## src/rtl/psdes_pkg.sv

```systemverilog
`timescale 1ns / 1ps

package psdes_pkg;

  localparam int NUM_ROUNDS_DEF = 4;
  localparam int WORD_W         = 32;
  localparam int HALF_W         = 16;
  localparam int FRAC_W         = 23;

  localparam logic [WORD_W-1:0] SEED_RESET = 32'd1337;

  localparam logic [WORD_W-1:0] KEY_A [4] = '{
    32'hbaa96887, 32'h1e17d32c, 32'h03bcdc3c, 32'h0f33d1b2
  };
  localparam logic [WORD_W-1:0] KEY_B [4] = '{
    32'h4b0f3b58, 32'he874f0c3, 32'h6955c5a6, 32'h55a7ca46
  };

  typedef struct packed {
    logic              valid;
    logic [WORD_W-1:0] left;
    logic [WORD_W-1:0] right;
  } psdes_link_t;

endpackage

```

## src/rtl/psdes_round.sv

```systemverilog
`timescale 1ns / 1ps

module psdes_round #(
  parameter int ROUND_IDX = 0
) (
  input  logic                clk,
  input  logic                rst_n,
  input  psdes_pkg::psdes_link_t link_i,
  output psdes_pkg::psdes_link_t link_o
);
  import psdes_pkg::*;

  localparam logic [WORD_W-1:0] KA = KEY_A[ROUND_IDX % 4];
  localparam logic [WORD_W-1:0] KB = KEY_B[ROUND_IDX % 4];

  logic [WORD_W-1:0] x;
  logic [HALF_W-1:0] lo;
  logic [HALF_W-1:0] hi;
  logic [WORD_W-1:0] p_ll_nxt;
  logic [WORD_W-1:0] p_hh_nxt;
  logic [WORD_W-1:0] p_lh_nxt;

  logic              v1_r;
  logic [WORD_W-1:0] left1_r;
  logic [WORD_W-1:0] right1_r;
  logic [WORD_W-1:0] p_ll_r;
  logic [WORD_W-1:0] p_hh_r;
  logic [WORD_W-1:0] p_lh_r;

  logic [WORD_W-1:0] sq;
  logic [WORD_W-1:0] rot;
  logic [WORD_W-1:0] f;

  psdes_link_t link_r;
  psdes_link_t link_nxt;

  assign x  = link_i.right ^ KA;
  assign lo = x[HALF_W-1:0];
  assign hi = x[WORD_W-1:HALF_W];

  assign p_ll_nxt = WORD_W'(lo) * WORD_W'(lo);
  assign p_hh_nxt = WORD_W'(hi) * WORD_W'(hi);
  assign p_lh_nxt = WORD_W'(lo) * WORD_W'(hi);

  always_ff @(posedge clk) begin
    if (!rst_n) begin
      v1_r <= 1'b0;
    end else begin
      v1_r <= link_i.valid;
    end
  end

  always_ff @(posedge clk) begin
    left1_r  <= link_i.left;
    right1_r <= link_i.right;
    p_ll_r   <= p_ll_nxt;
    p_hh_r   <= p_hh_nxt;
    p_lh_r   <= p_lh_nxt;
  end

  assign sq  = p_ll_r + ~p_hh_r;
  assign rot = {sq[HALF_W-1:0], sq[WORD_W-1:HALF_W]};
  assign f   = (rot ^ KB) + p_lh_r;

  always_comb begin
    link_nxt.valid = v1_r;
    link_nxt.left  = right1_r;
    link_nxt.right = left1_r ^ f;
  end

  always_ff @(posedge clk) begin
    link_r.left  <= link_nxt.left;
    link_r.right <= link_nxt.right;
    if (!rst_n) begin
      link_r.valid <= 1'b0;
    end else begin
      link_r.valid <= link_nxt.valid;
    end
  end

  assign link_o = link_r;

endmodule

```

## config.mk

```make
export PLATFORM = sky130hd
export DESIGN_NAME = psdes_round
export DESIGN_NICKNAME = d
export VERILOG_FILES = /design/src/rtl/psdes_pkg.sv /design/src/rtl/psdes_round.sv
export SDC_FILE = /design/constraint.sdc
export NUM_CORES = 2
export LEC_CHECK = 0
export BUFFER_PORTS_ARGS = -buffer_cell sky130_fd_sc_hd__buf_2
export CAP_MARGIN = 20
export CORE_MARGIN = 2
export CORE_UTILIZATION = 55
export CTS_BUF_LIST = sky130_fd_sc_hd__clkbuf_8
export CTS_CLUSTER_SIZE = 20
export DETAILED_ROUTE_END_ITERATION = 8
export MAX_ROUTING_LAYER = met4
export PLACE_DENSITY = 0.72
export SLEW_MARGIN = 15
export SYNTH_ARGS = -nofsm -noshare
export SYNTH_HDL_FRONTEND = slang
export SYNTH_SLANG_ARGS = --single-unit
```

## constraint.sdc

```tcl
create_clock -name clk -period 8.1 [get_ports clk]
set_input_delay 0.405 -clock clk [delete_from_list [all_inputs] [get_ports clk]]
set_output_delay 0.405 -clock clk [all_outputs]
set_load 0.05 [all_outputs]
```

Word level (Yosys, flattened, before mapping)
Index checks and enable logic that the tools add are counted.
{"block": "word_totals", "latch_bits": 0, "register_bits": 226, "ramBits": 0, "mem_bits_ro": 0, "mem_count": 0, "wordCells": 18, "inputBits": 67}
{"block": "op_classes", "n_reduce_logical": 0, "n_shift": 0, "n_mul": 3, "n_lt_le_gt_ge": 0, "div_mod_pow": 0, "n_addsub": 2, "muxes": 0, "n_eq_ne": 0, "bitwise_logic": 4}
{"op": "16-bit by 16-bit multiplier with 32-bit output", "count": 3}
{"op": "32-bit adder", "count": 2}
{"op": "16-bit inverter", "count": 2}
{"op": "32-bit inverter", "count": 1}
{"op": "32-bit XOR", "count": 1}

Longest topological paths before layout
{"block": "depth", "ltp_word": 5, "depth_mapped": 27}

Least setup slack after synthesis
Ideal clock, no wire load.
{"block": "synth_path", "path_kind": "in2reg", "startpoint": "input link_i[1] in the netlist's numbering", "endpoint": "register p_ll_r[30]", "path_buffers": 2, "required_ns": 7.969, "setup_ns": 0.131, "arrival_ns": 6.323, "cell_stages": 24, "path_slack_ns": 1.645, "path_cell_list": "clkbuf_1 > clkbuf_1 > nor2_1 > fa_1 > inv_1 > fa_1 > inv_1 > fa_1 > inv_1 > fa_1 > inv_1 > fa_1 > fa_1 > ha_1 > and3_1 > and3_1 > a21o_1 > o22ai_1 > o31ai_1 > o21ai_0 > a31oi_1 > a221oi_1 > or4b_1 > nand3_1"}
{"block": "synth_via", "elab_chain_cells": 2}
{"item": "start: declaration", "line_no": "psdes_round.sv:8", "rtl": "input psdes_pkg::psdes_link_t link_i,"}
{"item": "16-bit inverter (no line)"}
{"item": "16-bit by 16-bit multiplier with 32-bit output", "line_no": "psdes_round.sv:41", "rtl": "assign p_ll_nxt = WORD_W'(lo) * WORD_W'(lo);"}
{"item": "named net p_ll_nxt[30]", "line_no": "psdes_round.sv:19", "rtl": "logic [WORD_W-1:0] p_ll_nxt;"}
{"item": "end signal: assignment", "line_no": "psdes_round.sv:56", "rtl": "p_ll_r <= p_ll_nxt;"}
{"item": "end: declaration", "line_no": "psdes_round.sv:26", "rtl": "logic [WORD_W-1:0] p_ll_r;"}
The timed path passes the listed nets, and every way through them passes these cells.
A chain may end at the register's enable or synchronous reset.

Worst setup path after layout
{"block": "layout_path", "startpoint": "input link_i[6] in the netlist's numbering", "endpoint": "register p_lh_r[30]"}
{"block": "layout_via", "elab_chain_cells": 1}
{"item": "16-bit by 16-bit multiplier with 32-bit output", "line_no": "psdes_round.sv:43", "rtl": "assign p_lh_nxt = WORD_W'(lo) * WORD_W'(hi);"}
{"item": "named net p_lh_nxt[30]", "line_no": "psdes_round.sv:21", "rtl": "logic [WORD_W-1:0] p_lh_nxt;"}
{"item": "end signal: assignment", "line_no": "psdes_round.sv:58", "rtl": "p_lh_r <= p_lh_nxt;"}
{"item": "end: declaration", "line_no": "psdes_round.sv:28", "rtl": "logic [WORD_W-1:0] p_lh_r;"}
The timed path passes the listed nets, and every way through them passes these cells.

==> flow_summary.ini <==
[status]
run_status = complete, no violations

[synth]
post_synth.cell_area_avg_um2 = 9.204
synth_area_um2 = 30600
ys_types = 66
syn_nets = 4277
synth_flop_cell = sky130_fd_sc_hd__dfxtp_1
synth_sequential_area_ratio = 0.1465
synth_enable_flop_cells = 0
post_synth_inst_count = 3325
yosys_register_bits = 224
synthesis.yosys.warnings = 0
asyncSetResetFlopFracSynth = 0

[grt]
grt_usage = 0.2848
grt_first_pass_wirelength_um = 122200
globalRoute.totalOverflow = 0
grt_pass1_vias = 23320
grt_start_max_net_pins = 36
antenna_violations_before_repair = 2

[final_layout]
area_occupied_by_multi_input_gates_um2 = 22880
area_of_all_sequential_standard_cells_um2 = 4484
drive_gt1_frac = 0.08162
finish.instance_area_um2 = 33360
fillers = 4822
instances_no_fill = 4254
syn_to_final_growth_pct = 8.999
design.final.nets = 4425

[clocking]
clock_tree.root_cell = sky130_fd_sc_hd__clkbuf_8
clock_tree_from_tritoncts = done
hold_buffers = 35
buffer_depth_of_the_longest_clock_path = 3
post_cts_resize_count = 0
h_tree_lvls = 2
clock_pin_slew_reported_for_the_worst_setup_and_hold_paths_after_clock_tree_synthesis_ps = 50
clock_latency_ps = 630
tritoncts.num_buffers = 42
cts.sink_count = 224
cts_post_setup_buffers_inserted = 0

[critical_path]
cp.buffers_inverters = 5
cp_data_arrival_time_ps = 7030
critical-path-max-stage-delay_ps = 720
critPathRequiredTime_ps = 8600
maximum_fanout_along_the_worst_path = 34
critical-path-slowest-cell = sky130_fd_sc_hd__buf_2
worst_path_most_repeated_cell = sky130_fd_sc_hd__fa_1
path_cells = buf_2 > nor2b_1 > fa_1 > inv_1 > fa_1 > fa_1 > fa_1 > inv_1 > fa_1 > inv_1 > fa_1 > inv_1 > ha_1 > a21o_1 > a21oi_1 > nor2_1 > a21oi_1 > o31ai_1 > a31oi_1 > o21ai_1 > a311oi_1 > a21oi_1 > xor2_1
endpoint_kind = flip-flop
crit_family = adder cells
timing.critical_path.from_type = primary input
criticalPathCategory = primary input to flip-flop

[timing]
final.setup.tns_ps = 0
maxSlewViolCount = 0
timing.slew.headroom = 0.2999
min_period_ps = 6531
slew_at_the_pin_closest_to_its_max_slew_limit_ps = 1049
finalSetupViolCount = 0
finalHoldViolCount = 0
min_period_over_period = 0.8062
grt_setup_unrepaired = no
finClkSkew_ps = 21.36
achievable-frequency_mhz = 153.1

[route]
via_per_inst = 5.264
detailedRoute.firstIterationViolations = 1184
drt_pass_1_iters = 5
routed-via-count = 22390
wirelength_um = 75380
route.detailed.drc = 0
route.antenna.remaining_nets = 0
detail_route.wl_per_cell_um = 17.72

[placed_design]
gp_routability_congestion = 0.9592
detailed_place.area_um2 = 32100
placement.io_buffers = 131
place_inst = 4142
hpwl_um = 58470

[floorplan]
initial_core_utilization = 0.5555
core.rowCount = 86
chipHeight_um = 239.9
area_of_the_die_um2 = 57540
fp.coreArea_um2 = 55090
ioPinCount = 132
die-width_um = 239.9

[worst_hold_path]
path_type_of_the_worst_min_delay_path = primary input to flip-flop

[job]
maxCapViolations = 0
==> per-stage QoR <==
step,util,setup WS [ps],hold slack (ps)
final,0.6054,1569,89.11
after detailed placement,0.5826,993.5,312.1
after floorplan,-,1645,309.6
after CTS,0.6054,1640,40.19
after global placement,0.5826,1134,309.6
after global routing,0.6054,1186,55.17
==> path summary, 6_finish.rpt <==
path                     from     endpoint  slack (ps)  depth (start not counted)
setup reg to reg    p_hh_r[4]   link_o[31]        2110                         22
hold / removal      link_i[3]  right1_r[3]          90                          1
setup / recovery    link_i[6]   p_lh_r[30]        1570                         23
hold reg to reg   right1_r[7]   link_o[39]         320                          0
==> registers in the layout, indices dropped and copies added, names as in the netlist <==
signal and flops:
v1_r 1, p_ll_r 31, left1_r 32, p_hh_r 31, right1_r 32, link_o 65
p_lh_r 32
==> placed cells by master (no fill, tap or decap), drive strengths merged, types with 84 or more instances in the layout <==
cell and count:
nor2b 84, dfxtp 224, ha 365, buf 168, fa 520, xnor2 119, inv 769, nor2 204
a21oi 122, nand2 236
==> routing by layer <==
layer,routed length [um],GRT usage,vias to the layer above
met3,4827,0.03697,174
met2,34310,0.4472,720
li1,-,-,10500
met4,3944,0.1299,0
met1,32300,0.3704,11000
met5,0,-,-
==> cell usage after synthesis, types with 72 or more instances <==
master,n,area share
sky130_fd_sc_hd__inv_1,753,0.092
sky130_fd_sc_hd__nand2b_1,72,0.015
sky130_fd_sc_hd__xnor2_1,119,0.034
sky130_fd_sc_hd__ha_1,365,0.15
sky130_fd_sc_hd__nor2b_1,84,0.017
sky130_fd_sc_hd__a21oi_1,121,0.020
sky130_fd_sc_hd__nand2_1,236,0.029
sky130_fd_sc_hd__a21o_1,78,0.019
sky130_fd_sc_hd__nor2_1,204,0.025
sky130_fd_sc_hd__fa_1,520,0.34
sky130_fd_sc_hd__clkbuf_1,92,0.011
sky130_fd_sc_hd__dfxtp_1,224,0.15
==> final cells by class <==
class	count	share of cell area
tap	748	0.02806
clock buffer	48	0.01981
antenna	2	0.0001500
timing repair buffer	203	0.03849
inverter	763	0.08586
multi-input combinational	2239	0.6860
clock inverter	27	0.007240
sequential	224	0.1344
==> worst reg2reg max path: cells and delay by family, from the launching register on <==
family | cells | cell delay [ps]
buffers and inverters | 1 | 80
AOI/OAI and AO/OA | 13 | 3120
and+or+nand+nor | 4 | 1210
xor gates and xnor gates | 2 | 460
adders and majority gates | 2 | 720
DFF | 1 | 310
==> logic make-up (layout without fill, tap and decap cells) <==
group                    count (synthesis)  after routing  synth area share
other                                    0              2                 0
AND/OR/NAND/NOR                        771            771            0.1208
multiplexers                             4              4          0.001390
adder cells (fa/ha/maj)                885            885            0.4894
flip-flops                             224            224            0.1465
buffers and inverters                  862           1041            0.1058
AO/OA/AOI/OAI                          397            397           0.08398
XOR/XNOR                               182            182           0.05209
Power is left out: the tool's default activity adds up to more than one toggle a clock period on the data nets, which glitch-free logic cannot reach.
